File: src/assert_macros.svh
// Assertion macros for the RTL of the node supervisor.
`ifndef ASSERT_MACROS_SVH
`define ASSERT_MACROS_SVH

// Same-cycle implication, checked at each rising edge outside reset.
`define ASSERT_NOW(label, ante, cons) \
    label: assert property (@(posedge i_clk) disable iff (!i_rst_n) (ante) |-> (cons)) \
        else $error("assertion failed");

// Next-cycle implication, checked at each rising edge outside reset.
`define ASSERT_NEXT(label, ante, cons) \
    label: assert property (@(posedge i_clk) disable iff (!i_rst_n) (ante) |=> (cons)) \
        else $error("assertion failed");

`endif

File: src/cnmes_pkg.sv
// Types, codes and helpers for the CAN node mode and error-state supervisor.
package cnmes_pkg;

    localparam int RX_W   = 8;
    localparam int TX_W   = 9;
    localparam int MODE_W = 3;
    localparam int RES_W  = 16;
    localparam int CFG_W  = 16;
    localparam int IDX_W  = 2;

    // Configuration register indexes
    localparam logic [IDX_W-1:0] CFG_PASSIVE_LIMIT = 2'd0;
    localparam logic [IDX_W-1:0] CFG_BUSOFF_LIMIT  = 2'd1;
    localparam logic [IDX_W-1:0] CFG_RESUME_TICKS  = 2'd2;

    // Configuration reset values
    localparam logic [RX_W-1:0]  PASSIVE_LIMIT_RST = 8'd127;
    localparam logic [TX_W-1:0]  BUSOFF_LIMIT_RST  = 9'd255;
    localparam logic [RES_W-1:0] RESUME_TICKS_RST  = 16'd65535;

    // Output codes of the node mode
    localparam logic [MODE_W-1:0] NM_OFF      = 3'd0;
    localparam logic [MODE_W-1:0] NM_STARTUP  = 3'd1;
    localparam logic [MODE_W-1:0] NM_NORMAL   = 3'd2;
    localparam logic [MODE_W-1:0] NM_BUSERR   = 3'd3;
    localparam logic [MODE_W-1:0] NM_SHUTDOWN = 3'd4;

    // Output codes of the error state
    localparam logic [MODE_W-1:0] EM_INIT    = 3'd0;
    localparam logic [MODE_W-1:0] EM_NORMAL  = 3'd1;
    localparam logic [MODE_W-1:0] EM_ACTIVE  = 3'd2;
    localparam logic [MODE_W-1:0] EM_PASSIVE = 3'd3;
    localparam logic [MODE_W-1:0] EM_BUSOFF  = 3'd4;

    typedef enum logic [4:0] {
        NS_OFF      = 5'b00001,
        NS_STARTUP  = 5'b00010,
        NS_NORMAL   = 5'b00100,
        NS_BUSERR   = 5'b01000,
        NS_SHUTDOWN = 5'b10000
    } t_node_state;

    typedef enum logic [4:0] {
        ES_INIT    = 5'b00001,
        ES_NORMAL  = 5'b00010,
        ES_ACTIVE  = 5'b00100,
        ES_PASSIVE = 5'b01000,
        ES_BUSOFF  = 5'b10000
    } t_err_state;

    typedef struct packed {
        logic [MODE_W-1:0] node_mode;
        logic [MODE_W-1:0] error_mode;
        logic              stop_controller;
        logic              init_controller;
        logic              start_controller;
        logic              busoff_notify;
    } t_out_item;

    function automatic logic [MODE_W-1:0] node_code(input t_node_state s);
        logic [MODE_W-1:0] c;
        case (s)
            NS_STARTUP:  c = NM_STARTUP;
            NS_NORMAL:   c = NM_NORMAL;
            NS_BUSERR:   c = NM_BUSERR;
            NS_SHUTDOWN: c = NM_SHUTDOWN;
            default:     c = NM_OFF;
        endcase
        return c;
    endfunction

    function automatic logic [MODE_W-1:0] err_code(input t_err_state s);
        logic [MODE_W-1:0] c;
        case (s)
            ES_NORMAL:  c = EM_NORMAL;
            ES_ACTIVE:  c = EM_ACTIVE;
            ES_PASSIVE: c = EM_PASSIVE;
            ES_BUSOFF:  c = EM_BUSOFF;
            default:    c = EM_INIT;
        endcase
        return c;
    endfunction

endpackage

File: src/cnmes_in_if.sv
// Input channel: one tick of ignition level and controller error counts.
interface cnmes_in_if;
    logic                       valid;
    logic                       ready;
    logic                       ignition_on;
    logic [cnmes_pkg::RX_W-1:0] rx_error_count;
    logic [cnmes_pkg::TX_W-1:0] tx_error_count;

    modport source (output valid, output ignition_on, output rx_error_count,
                    output tx_error_count, input ready);
    modport sink   (input valid, input ignition_on, input rx_error_count,
                    input tx_error_count, output ready);
endinterface

File: src/cnmes_out_if.sv
// Output channel: modes and controller commands for one tick.
interface cnmes_out_if;
    logic                         valid;
    logic                         ready;
    logic [cnmes_pkg::MODE_W-1:0] node_mode;
    logic [cnmes_pkg::MODE_W-1:0] error_mode;
    logic                         stop_controller;
    logic                         init_controller;
    logic                         start_controller;
    logic                         busoff_notify;

    modport source (output valid, output node_mode, output error_mode,
                    output stop_controller, output init_controller,
                    output start_controller, output busoff_notify, input ready);
    modport sink   (input valid, input node_mode, input error_mode,
                    input stop_controller, input init_controller,
                    input start_controller, input busoff_notify, output ready);
endinterface

File: src/can_node_mode_and_error_state.sv
// CAN node mode and error-state supervisor: top level.
//
// One transfer on i_in is one tick: the ignition level and the receive and
// transmit error counts read from the CAN controller. For each tick the block
// returns one transfer on o_out with the node mode (off, startup, normal,
// bus error, shutdown), the fault confinement state (init, normal, error
// active, error passive, bus-off), the stop / init / start commands for the
// controller and a one-tick bus-off notify pulse. The node-mode machine sees
// the error state left by the previous tick; the error state then steps
// through normal, active, passive and bus-off in that order within one tick,
// so a single tick can go from normal all the way to bus-off. Bus-off counts
// ticks from one at the entry tick and returns to error active on the tick
// whose count reaches resume_ticks. The block takes one tick per clock cycle
// as long as o_out takes each result: a tick is captured in an input register,
// the whole state update is one short combinational pass into the result
// register, and the result is shown from there on o_out. The input register
// and the result register form a two-entry pipeline, so a new tick is still
// taken while one result waits.
// Write i_cfg_* only while no tick is in flight; index 0 is passive_limit,
// 1 busoff_limit, 2 resume_ticks, and other indexes are ignored. No memory,
// no clearing pass after reset.

`include "assert_macros.svh"

module can_node_mode_and_error_state (
    input  logic                          i_clk,
    input  logic                          i_rst_n,
    cnmes_in_if.sink                      i_in,
    cnmes_out_if.source                   o_out,
    input  logic                          i_cfg_we,
    input  logic [cnmes_pkg::IDX_W-1:0]   i_cfg_idx,
    input  logic [cnmes_pkg::CFG_W-1:0]   i_cfg_data
);

    // Configuration registers
    logic [cnmes_pkg::RX_W-1:0]  r_passive_limit;
    logic [cnmes_pkg::TX_W-1:0]  r_busoff_limit;
    logic [cnmes_pkg::RES_W-1:0] r_resume_ticks;

    // Supervisor state
    cnmes_pkg::t_node_state      r_node, n_node;
    cnmes_pkg::t_err_state       r_err, n_err;
    logic [cnmes_pkg::RES_W-1:0] r_resume_cnt, n_resume_cnt;

    // Input stage
    logic                        r_in_valid;
    logic                        r_in_ign;
    logic [cnmes_pkg::RX_W-1:0]  r_in_rx;
    logic [cnmes_pkg::TX_W-1:0]  r_in_tx;

    // Result stage
    logic                        r_out_valid;
    cnmes_pkg::t_out_item        r_out, n_out;

    logic                        advance;
    logic                        process;

    // The result stage frees when empty or taken; the input stage frees when
    // empty or moving on.
    assign advance    = !r_out_valid || o_out.ready;
    assign process    = r_in_valid && advance;
    assign i_in.ready = !r_in_valid || advance;

    // ------------------------------------------------------------------
    // Configuration writes
    // ------------------------------------------------------------------
    always_ff @(posedge i_clk) begin
        if (!i_rst_n) begin
            r_passive_limit <= cnmes_pkg::PASSIVE_LIMIT_RST;
            r_busoff_limit  <= cnmes_pkg::BUSOFF_LIMIT_RST;
            r_resume_ticks  <= cnmes_pkg::RESUME_TICKS_RST;
        end else if (i_cfg_we) begin
            case (i_cfg_idx)
                cnmes_pkg::CFG_PASSIVE_LIMIT: begin
                    r_passive_limit <= i_cfg_data[cnmes_pkg::RX_W-1:0];
                end
                cnmes_pkg::CFG_BUSOFF_LIMIT: begin
                    r_busoff_limit <= i_cfg_data[cnmes_pkg::TX_W-1:0];
                end
                cnmes_pkg::CFG_RESUME_TICKS: begin
                    r_resume_ticks <= i_cfg_data[cnmes_pkg::RES_W-1:0];
                end
                default: begin
                    // unknown index: drop the write
                end
            endcase
        end
    end

    // ------------------------------------------------------------------
    // One tick of both machines
    // ------------------------------------------------------------------
    always_comb begin
        logic                        stop;
        logic                        init;
        logic                        start;
        logic                        notify;
        logic                        prev_busoff;
        logic [cnmes_pkg::RX_W-1:0]  rx;
        logic [cnmes_pkg::TX_W-1:0]  tx;
        logic                        rx_over;
        logic                        tx_over;
        logic [cnmes_pkg::RES_W-1:0] cnt_inc;
        cnmes_pkg::t_err_state       es;

        stop        = 1'b0;
        init        = 1'b0;
        start       = 1'b0;
        notify      = 1'b0;
        prev_busoff = (r_err == cnmes_pkg::ES_BUSOFF);
        n_node      = r_node;

        // Node mode: uses the error state of the previous tick
        case (r_node)
            cnmes_pkg::NS_OFF: begin
                if (r_in_ign) begin
                    n_node = cnmes_pkg::NS_STARTUP;
                    init   = 1'b1;
                    start  = 1'b1;
                end else begin
                    stop = 1'b1;
                end
            end
            cnmes_pkg::NS_STARTUP: begin
                n_node = cnmes_pkg::NS_NORMAL;
            end
            cnmes_pkg::NS_NORMAL: begin
                if (!r_in_ign) begin
                    n_node = cnmes_pkg::NS_SHUTDOWN;
                    stop   = 1'b1;
                end else if (prev_busoff) begin
                    n_node = cnmes_pkg::NS_BUSERR;
                    stop   = 1'b1;
                    init   = 1'b1;
                end
            end
            cnmes_pkg::NS_BUSERR: begin
                if (!r_in_ign) begin
                    n_node = cnmes_pkg::NS_SHUTDOWN;
                    stop   = 1'b1;
                end else if (!prev_busoff) begin
                    n_node = cnmes_pkg::NS_STARTUP;
                    init   = 1'b1;
                    start  = 1'b1;
                end
            end
            default: begin
                // shutdown: back to off
                n_node = cnmes_pkg::NS_OFF;
                stop   = 1'b1;
            end
        endcase

        // Error state: fall through the steps in order
        es = r_err;
        rx = r_in_rx;
        tx = r_in_tx;
        if (es != cnmes_pkg::ES_NORMAL && es != cnmes_pkg::ES_ACTIVE &&
            es != cnmes_pkg::ES_PASSIVE && es != cnmes_pkg::ES_BUSOFF) begin
            // init ignores this tick's counts
            rx = '0;
            tx = '0;
            es = cnmes_pkg::ES_NORMAL;
        end

        rx_over = (rx > r_passive_limit);
        tx_over = (tx > {1'b0, r_passive_limit});

        if (es == cnmes_pkg::ES_NORMAL) begin
            if (rx != '0 || tx != '0) begin
                es = cnmes_pkg::ES_ACTIVE;
            end
        end
        if (es == cnmes_pkg::ES_ACTIVE) begin
            if (rx_over || tx_over) begin
                es = cnmes_pkg::ES_PASSIVE;
            end else if (rx == '0 && tx == '0) begin
                es = cnmes_pkg::ES_NORMAL;
            end
        end
        if (es == cnmes_pkg::ES_PASSIVE) begin
            if (!rx_over && !tx_over) begin
                es = cnmes_pkg::ES_ACTIVE;
            end else if (tx > r_busoff_limit) begin
                es     = cnmes_pkg::ES_BUSOFF;
                notify = 1'b1;
            end
        end

        // Bus-off: count ticks, the entry tick included, up to resume_ticks
        cnt_inc      = r_resume_cnt + 16'd1;
        n_resume_cnt = r_resume_cnt;
        if (es == cnmes_pkg::ES_BUSOFF) begin
            if (cnt_inc >= r_resume_ticks) begin
                es           = cnmes_pkg::ES_ACTIVE;
                n_resume_cnt = '0;
            end else begin
                n_resume_cnt = cnt_inc;
            end
        end
        n_err = es;

        n_out.node_mode        = cnmes_pkg::node_code(n_node);
        n_out.error_mode       = cnmes_pkg::err_code(n_err);
        n_out.stop_controller  = stop;
        n_out.init_controller  = init;
        n_out.start_controller = start;
        n_out.busoff_notify    = notify;
    end

    // ------------------------------------------------------------------
    // Pipeline and state registers
    // ------------------------------------------------------------------
    always_ff @(posedge i_clk) begin
        if (!i_rst_n) begin
            r_in_valid   <= 1'b0;
            r_out_valid  <= 1'b0;
            r_node       <= cnmes_pkg::NS_OFF;
            r_err        <= cnmes_pkg::ES_INIT;
            r_resume_cnt <= '0;
        end else begin
            // input stage: load on transfer, empty when moving on
            if (i_in.valid && i_in.ready) begin
                r_in_valid <= 1'b1;
            end else if (process) begin
                r_in_valid <= 1'b0;
            end
            // result stage: reload when free
            if (advance) begin
                r_out_valid <= r_in_valid;
            end
            // advance state only when a tick is processed
            if (process) begin
                r_node       <= n_node;
                r_err        <= n_err;
                r_resume_cnt <= n_resume_cnt;
            end
        end
    end

    // Payload: no reset
    always_ff @(posedge i_clk) begin
        if (i_in.valid && i_in.ready) begin
            r_in_ign <= i_in.ignition_on;
            r_in_rx  <= i_in.rx_error_count;
            r_in_tx  <= i_in.tx_error_count;
        end
        if (process) begin
            r_out <= n_out;
        end
    end

    assign o_out.valid            = r_out_valid;
    assign o_out.node_mode        = r_out.node_mode;
    assign o_out.error_mode       = r_out.error_mode;
    assign o_out.stop_controller  = r_out.stop_controller;
    assign o_out.init_controller  = r_out.init_controller;
    assign o_out.start_controller = r_out.start_controller;
    assign o_out.busoff_notify    = r_out.busoff_notify;

    // ------------------------------------------------------------------
    // Assertions
    // ------------------------------------------------------------------
    // the resume counter only runs in bus-off and is cleared on leaving it
    `ASSERT_NOW(a_resume_idle, r_err != cnmes_pkg::ES_BUSOFF, r_resume_cnt == '0)
    // startup always moves on to normal at the next processed tick
    `ASSERT_NEXT(a_startup_next, process && r_node == cnmes_pkg::NS_STARTUP,
        r_node == cnmes_pkg::NS_NORMAL)
    // a stop command never comes with a start command
    `ASSERT_NOW(a_stop_start, r_out_valid,
        !(r_out.stop_controller && r_out.start_controller))

endmodule
File: src/flat_wrapper.sv
// flat-port wrapper written by rule: the top's interface ports become plain ports
module can_node_mode_and_error_state_flat 
  (i_clk, i_rst_n, i_cfg_we, i_cfg_idx, i_cfg_data, i_in_valid, i_in_ignition_on, i_in_rx_error_count, i_in_tx_error_count, i_in_ready, o_out_valid, o_out_node_mode, o_out_error_mode, o_out_stop_controller, o_out_init_controller, o_out_start_controller, o_out_busoff_notify, o_out_ready);
  cnmes_in_if i_in_i ();
  cnmes_out_if o_out_i ();
  input  logic i_clk;
  input  logic i_rst_n;
  input  logic i_cfg_we;
  input  logic [cnmes_pkg::IDX_W-1:0] i_cfg_idx;
  input  logic [cnmes_pkg::CFG_W-1:0] i_cfg_data;
  input wire logic [$bits(i_in_i.valid)-1:0] i_in_valid;
  input wire logic [$bits(i_in_i.ignition_on)-1:0] i_in_ignition_on;
  input wire logic [$bits(i_in_i.rx_error_count)-1:0] i_in_rx_error_count;
  input wire logic [$bits(i_in_i.tx_error_count)-1:0] i_in_tx_error_count;
  output wire logic [$bits(i_in_i.ready)-1:0] i_in_ready;
  output wire logic [$bits(o_out_i.valid)-1:0] o_out_valid;
  output wire logic [$bits(o_out_i.node_mode)-1:0] o_out_node_mode;
  output wire logic [$bits(o_out_i.error_mode)-1:0] o_out_error_mode;
  output wire logic [$bits(o_out_i.stop_controller)-1:0] o_out_stop_controller;
  output wire logic [$bits(o_out_i.init_controller)-1:0] o_out_init_controller;
  output wire logic [$bits(o_out_i.start_controller)-1:0] o_out_start_controller;
  output wire logic [$bits(o_out_i.busoff_notify)-1:0] o_out_busoff_notify;
  input wire logic [$bits(o_out_i.ready)-1:0] o_out_ready;
  assign i_in_i.valid = i_in_valid;
  assign i_in_i.ignition_on = i_in_ignition_on;
  assign i_in_i.rx_error_count = i_in_rx_error_count;
  assign i_in_i.tx_error_count = i_in_tx_error_count;
  assign i_in_ready = i_in_i.ready;
  assign o_out_valid = o_out_i.valid;
  assign o_out_node_mode = o_out_i.node_mode;
  assign o_out_error_mode = o_out_i.error_mode;
  assign o_out_stop_controller = o_out_i.stop_controller;
  assign o_out_init_controller = o_out_i.init_controller;
  assign o_out_start_controller = o_out_i.start_controller;
  assign o_out_busoff_notify = o_out_i.busoff_notify;
  assign o_out_i.ready = o_out_ready;
  can_node_mode_and_error_state u_core (.i_clk(i_clk), .i_rst_n(i_rst_n), .i_in(i_in_i), .o_out(o_out_i), .i_cfg_we(i_cfg_we), .i_cfg_idx(i_cfg_idx), .i_cfg_data(i_cfg_data));
endmodule
File: config.mk
export PLATFORM = sky130hd
export DESIGN_NAME = can_node_mode_and_error_state_flat
export DESIGN_NICKNAME = d
export VERILOG_FILES = /design/src/cnmes_pkg.sv /design/src/cnmes_in_if.sv /design/src/cnmes_out_if.sv /design/src/can_node_mode_and_error_state.sv /design/src/flat_wrapper.sv
export VERILOG_INCLUDE_DIRS = /design/src /design/src/src
export SDC_FILE = /design/constraint.sdc
export NUM_CORES = 1
export LEC_CHECK = 0
export BUFFER_PORTS_ARGS = -buffer_cell sky130_fd_sc_hd__buf_4
export CORE_AREA = 4 4 106 108
export DETAILED_ROUTE_END_ITERATION = 6
export DIE_AREA = 0 0 110 112
export PLACE_DENSITY = 0.69
export SETUP_SLACK_MARGIN = 0.02
export SLEW_MARGIN = 25
export SYNTH_ARGS = -nofsm -noshare
export SYNTH_HDL_FRONTEND = slang
export SYNTH_SLANG_ARGS = --single-unit
File: constraint.sdc
create_clock -name i_clk -period 4.4 [get_ports i_clk]
set_input_delay 0.44 -clock i_clk [delete_from_list [all_inputs] [get_ports i_clk]]
set_output_delay 0.44 -clock i_clk [all_outputs]
set_load 0.005 [all_outputs]
==> flow_summary_export.csv, run 1 <==
group,metric,value,unit
status,outcome,"completed",
synth,synth_cells,545,
timing,setup_ws,0.3927,ns
timing,slew_headroom,48.56,%
timing,finalSetupViolations,0,
synth,synth_top_area_cell,"dfxtp_1",
worst_setup_path,path_cells,"ha_1 -> nand3_1 -> nor2_1 -> and3_1 -> and3_1 -> nand3_1 -> xnor2_1 -> ha_1 -> nand3_1 -> a211oi_1 -> a221o_1 -> a221o_1 -> o221ai_1 -> a32o_1",
timing,tightest_slew,0.7716,ns
clock_network,cts_resized,0,
timing,drv_slew,0,
synth,synth-main-ff-cell,"dfxtp_1",
global_routing,grt_max_degree,45,
worst_setup_path,critPathTopFamily,"compound AO/OA/AOI/OAI gates",
synth,ys_top_cells_by_area,"dfxtp_1 24%, edfxtp_1 17%, ha_1 9.9%",
synth,synth_edf_count,28,
place,numPortBuffers,52,
worst_setup_path,cp.depth,14,
global_routing,antenna_found_initial,0,
clock_network,cts_htree_levels,3,
place,dp_slack,0.4487,ns
final_layout,drive_above_1_share,15.96,%
route,drt-initial-drc-count,174,
power,ir_drop,0.0001226,V
final_layout,final_cells,725,
global_routing,overflow,0,
clock_network,post_cts_buffers,0,
route,via_per_inst,5.766,
worst_setup_path,setup.worst_path.start_class,"flop",
synth,synth_top_area_share,24.10,%
timing,finalCritPeriodShare,91.07,%
synth,ys_async_sr_fraction,0,%
timing,worst_hold_slack,0.2517,ns
power,switching_power,0.4006,mW
floorplan,core_area,10230,µm²
route,wl,11.39,mm
floorplan,initial_core_util,49.52,%
worst_setup_path,required,4.65,ns
clock_network,cts_tree,"done",
final_layout,area_delta_synth_final,12.99,%
clock_network,numCtsBuffers,9,
worst_setup_path,worstReg2RegStart,"u_core.r_resume_cnt[0]",
final_layout,final_cell_area,5724,µm²
clock_network,clock_latency,0.36,ns
global_routing,grt_pass1_vias,3997,
synth,ys_seq_elements,89,
worst_setup_path,reg2regPathDepth,14,
flow_run,drv_cap,0,
floorplan,die_h,112,µm
place,place_congestion,0.8717,
power,pwr-share-comb,9.8,%
worst_setup_path,startpoint,"u_core.r_resume_cnt[0]",
synth,synth.avg_cell_area,9.296,µm²
place,post-dp-hpwl,8.380,mm
power,total_power,1.655,mW
synth,synth_area,5066,µm²
final_layout,n_antenna_cell,0,
worst_setup_path,cp_max_fo,15,
global_routing,grt_pass1_wl,18.80,mm
route,wl_per_cell,15.71,µm
timing,hold_viol,0,
synth,yosys_warnings,0,
route,drc,0,
final_layout,fin_util,55.95,%
timing,rsz0062_at_grt,"no",
route,dr.pass1.iters,4,
worst_setup_path,cp_slowest_stage_delay,0.58,ns
floorplan,pin_count,53,
place,dp_cells,709,
worst_setup_path,cpMostUsedCell,"nand3_1",
power,clkPwrFrac,35.9,%
synth,synth_cell_types,71,
clock_network,cts-root-buf,"clkbuf_8",
floorplan,row_count,37,
worst_hold_path,hp-class,"primary input to flop",
worst_setup_path,endpoint_kind,"flop",
synth,yosys-top-cells-count,"65 x nand2_1, 61 x dfxtp_1, 40 x ha_1, 40 x inv_1, 29 x o211ai_1",
timing,clock.fmax,249.5,MHz
worst_setup_path,critPathKind,"flop to flop",
worst_setup_path,cp-endpoint,"u_core.r_resume_cnt[6]",
worst_setup_path,reg2reg_slack,0.39,ns
clock_network,ctsLongestPathBuffers,2,
route,ant_nets,0,
clock_network,clkTransAtPathRegs,0.09,ns
synth,yosysMostFrequentCell,"nand2_1",
power,power_leakage,2.501,nW
worst_setup_path,r2r_end,"u_core.r_resume_cnt[6]",
floorplan,dieArea,12320,µm²
power,power_frac_seq,54.3,%
timing,fin_setup_tns,0,ns
worst_setup_path,cp_slowest_cell,"a221o_1",
floorplan,die_w,110,µm
power,swShare,24.21,%
clock_network,cts_sinks,89,
final_layout,finalNetCount,665,
timing,fin_crit,4.007,ns
power,p_int,1.254,mW
place,place_area,5499,µm²
global_routing,track_usage,18.87,%
synth,yosysSeqAreaShare,40.70,%
worst_setup_path,path_buf_inv,0,
timing,fin_skew,0.01663,ns
route,vias,4180,
power,powerDensity,289.1,nW/µm²
synth,synth_nets,626,
worst_setup_path,cp.arrival,4.25,ns
clock_network,holdBufCountCts,0,
-- sequential cells by signal, indices dropped and copies added, names as in the netlist --
register                       flops
u_core.r_passive_limit             8
u_core.r_in_ign                    1
u_core.o_out.error_mode            3
u_core.r_err                       5
u_core.r_in_valid                  1
u_core.r_resume_ticks             16
u_core.r_in_tx                     9
u_core.o_out.busoff_notify         1
u_core.r_resume_cnt               16
u_core.o_out.init_controller       1
u_core.o_out.start_controller      1
u_core.r_busoff_limit              9
u_core.o_out.node_mode             3
u_core.o_out.valid                 1
u_core.r_node                      5
u_core.o_out.stop_controller       1
u_core.r_in_rx                     8
-- worst min path at each step --
stage                                   startpoint                  endpoint  slack [ns]  cells past startpoint
after detailed placement  u_core.r_busoff_limit[8]  u_core.r_busoff_limit[8]        0.45                      2
after global placement    u_core.r_busoff_limit[8]  u_core.r_busoff_limit[8]        0.45                      2
final                       i_in_tx_error_count[2]         u_core.r_in_tx[2]        0.25                      1
after CTS                   i_in_tx_error_count[2]         u_core.r_in_tx[2]        0.24                      1
after floorplan           u_core.r_busoff_limit[8]  u_core.r_busoff_limit[8]        0.43                      2
after global routing        i_in_rx_error_count[0]         u_core.r_in_rx[0]        0.24                      1
-- cells in the final DEF (no fill, tap or decap), drive strengths merged, types with 3 or more instances in the layout --
cell type / instances
clkinv: 3
o2111ai: 6
o21ai: 16
xor2: 9
nand3: 23
nor4: 8
edfxtp: 28
a21o: 9
o211ai: 30
buf: 56
o221ai: 7
a32o: 7
a2111oi: 4
nor2b: 4
o21a: 5
nand2: 66
nor2: 26
nand4: 6
and2: 15
nand2b: 5
nor3b: 5
ha: 40
o31ai: 3
and3: 7
xnor2: 8
a211oi: 7
nor3: 11
clkbuf: 14
inv: 41
a21oi: 27
dfxtp: 61
-- power by group through the flow --
stage          Clock, mW  Sequential, mW  Combinational (mW)
2_1_floorplan          0           0.912              0.0995
3_3_place_gp           0           0.917               0.156
3_5_place_dp           0           0.918               0.161
4_1_cts            0.610           0.899               0.162
5_1_grt            0.639           0.903               0.182
6_report           0.594           0.899               0.162
-- metal layers --
metal | global-route usage, % | part of all wire (%)
met5 | 0 | 0
met3 | 3.072 | 4.5
met1 | 26.68 | 48
met4 | 6.816 | 2.0
met2 | 28.92 | 45
-- cell type report --
cell class	instances	area [µm²]
fill	922	4507
inverter	43	163.9
sequential	89	2062
clock inverter	2	16.27
clock buffer	14	203.9
timing repair buffer	56	420.4
tap	136	170.2
multi-input combinational	385	2688
-- kinds of logic (layout without fill, tap and decap cells) --
family          after synthesis  count (layout)  share of synthesized area (%)
xor+xnor                     17              17                          2.939
compound gates              141             141                          21.61
buf+inv                      71             115                          6.397
flops                        89              89                          40.70
simple gates                184             184                          17.86
mux                           3               3                         0.6174
fa+ha+maj                    40              40                          9.879
No activity file was read; power rests on OpenSTA's default activity.
==> run 2: changes to the inputs <==
--- a/config.mk
+++ b/config.mk
@@ -7,10 +7,10 @@
 export NUM_CORES = 1
 export LEC_CHECK = 0
 export BUFFER_PORTS_ARGS = -buffer_cell sky130_fd_sc_hd__buf_4
-export CORE_AREA = 4 4 106 108
+export CORE_AREA = 4 4 82 141
 export DETAILED_ROUTE_END_ITERATION = 6
-export DIE_AREA = 0 0 110 112
-export PLACE_DENSITY = 0.69
+export DIE_AREA = 0 0 86 145
+export PLACE_DENSITY = 0.68
 export SETUP_SLACK_MARGIN = 0.02
 export SLEW_MARGIN = 25
 export SYNTH_ARGS = -nofsm -noshare
==> run 2 against run 1 <==
Cell count shrank 1.4%; via count grew 0.93%; final area rose by 0.87%; core utilization is 0.22 points lower; global-route usage grew 0.53 points; first-iteration DRC count shrank 4.0%; largest power group unchanged; die area grew 1.2%; flip-flop and latch count stayed put; critical endpoint unchanged; highest routed layer unchanged.
==> flow_summary_export.csv, run 2 (same netlist as run 1, synthesis figures left out) <==
group,metric,value,unit
route,dr.pass1.iters,4,
final_layout,drive_above_1_share,15.48,%
global_routing,grt_pass1_wl,19.33,mm
worst_setup_path,startpoint,"u_core.r_resume_cnt[0]",
place,post-dp-hpwl,9.015,mm
timing,finalSetupViolations,0,
clock_network,post_cts_buffers,0,
worst_setup_path,cp.arrival,4.18,ns
global_routing,track_usage,19.40,%
final_layout,n_antenna_cell,0,
place,place_congestion,0.8525,
timing,finalCritPeriodShare,89.79,%
worst_setup_path,worstReg2RegStart,"u_core.r_resume_cnt[0]",
final_layout,layout_commonest_cell,"nand2_1",
clock_network,clkTransAtPathRegs,0.06,ns
global_routing,overflow,0,
route,drc,0,
timing,drv_slew,0,
clock_network,cts-root-buf,"clkbuf_16",
worst_setup_path,required,4.63,ns
clock_network,cts_tree,"done",
worst_setup_path,critPathKind,"flop to flop",
timing,hold_viol,0,
status,outcome,"completed",
clock_network,clock_latency,0.34,ns
clock_network,holdBufCountCts,0,
final_layout,mostFrequentLayoutCells,"65 x nand2_1, 61 x dfxtp_1, 55 x buf_4",
power,ir_drop,0.0002021,V
final_layout,area_delta_synth_final,13.98,%
floorplan,die_w,86,µm
worst_setup_path,path_cells,"ha_1 -> nand3_1 -> nor2_1 -> and3_1 -> and3_1 -> nand3_1 -> xnor2_1 -> ha_1 -> nand3_1 -> a211oi_1 -> a221o_1 -> a221o_1 -> o221ai_1 -> a32o_1",
worst_setup_path,reg2reg_slack,0.45,ns
clock_network,cts_htree_levels,3,
route,ant_nets,0,
worst_setup_path,cpMostUsedCell,"nand3_1",
floorplan,initial_core_util,48.90,%
timing,worst_hold_slack,0.2696,ns
timing,fin_crit,3.951,ns
route,drt-initial-drc-count,167,
flow_run,drv_cap,0,
timing,clock.fmax,253.1,MHz
worst_setup_path,cp_max_fo,15,
power,power_leakage,2.527,nW
worst_hold_path,hp-class,"primary input to flop",
worst_setup_path,reg2regPathDepth,14,
timing,tightest_slew,0.8426,ns
global_routing,grt_max_degree,45,
floorplan,die_h,145,µm
place,numPortBuffers,52,
final_layout,top_regs,"u_core.r_resume_cnt x16, u_core.r_resume_ticks x16",
route,wl,11.95,mm
timing,rsz0062_at_grt,"no",
final_layout,finalNetCount,664,
clock_network,numCtsBuffers,9,
timing,fin_skew,0.009790,ns
worst_hold_path,hold_end,"u_core.r_in_rx[6]",
worst_setup_path,setup.worst_path.start_class,"flop",
timing,fin_setup_tns,0,ns
power,powerDensity,312.2,nW/µm²
floorplan,row_count,49,
worst_setup_path,endpoint_kind,"flop",
timing,slew_headroom,43.82,%
route,vias,4219,
clock_network,ctsLongestPathBuffers,2,
clock_network,cts_sinks,89,
global_routing,antenna_found_initial,0,
floorplan,core_area,10360,µm²
global_routing,grt_pass1_vias,4184,
route,wl_per_cell,16.71,µm
floorplan,pin_count,53,
worst_hold_path,hold_depth,1,
route,via_per_inst,5.901,
worst_setup_path,cp_slowest_stage_delay,0.58,ns
floorplan,dieArea,12470,µm²
clock_network,cts_resized,0,
worst_hold_path,hold_start,"i_in_rx_error_count[6]",
worst_setup_path,r2r_end,"u_core.r_resume_cnt[6]",
worst_setup_path,cp_slowest_cell,"a221o_1",
run 2: cell type report:
cell class,count,area [µm²]
fill,941,4587
multi-input combinational,385,2688
sequential,89,2062
timing repair buffer,55,412.9
clock buffer,14,276.5
inverter,43,163.9
tap,127,158.9
clock inverter,2,12.51
run 2: stage by stage:
stage	total power, mW	instances	setup WS, ns	instance area (µm²)	utilization (%)
global placement	1.075	699	0.6480	5480	52.89
global route	1.875	715	0.2029	5774	55.73
detailed placement	1.081	699	0.5042	5480	52.89
CTS	1.823	715	0.4942	5769	55.68
floorplan	1.011	545	0.8794	5066	-
finish	1.803	715	0.4495	5774	55.73
run 2: worst max path at each step:
stage,cells after the start,to
after CTS,15,u_core.r_resume_cnt[3]
after global placement,15,u_core.r_resume_cnt[3]
final,14,u_core.r_resume_cnt[6]
after global routing,15,u_core.r_resume_cnt[3]
after detailed placement,14,u_core.r_resume_cnt[6]
after floorplan,16,u_core.o_out.error_mode[1]
run 2: power breakdown:
part	internal [mW]	switching [mW]	total (mW)
sequential	0.883	0.0193	0.902
combinational	0.0691	0.0917	0.161
clock	0.434	0.305	0.740
run 2: critical path: cells and delay by family (launching register included):
| kind | cells | cell delay (ns) |
|---|---|---|
| compound gates | 5 | 1.55 |
| xor+xnor | 1 | 0.16 |
| fa+ha+maj | 2 | 0.55 |
| flops | 1 | 0.42 |
| simple gates | 6 | 1.15 |
run 2: metal layers:
| layer | global-route usage [%] | vias up | part of all wire, % |
|---|---|---|---|
| met2 | 35.74 | 94 | 55 |
| met4 | 10.46 | 0 | 4.4 |
| met1 | 19.72 | 2017 | 38 |
| met5 | 0 | - | 0 |
| met3 | 3.971 | 37 | 3.1 |
| li1 | - | 2071 | - |
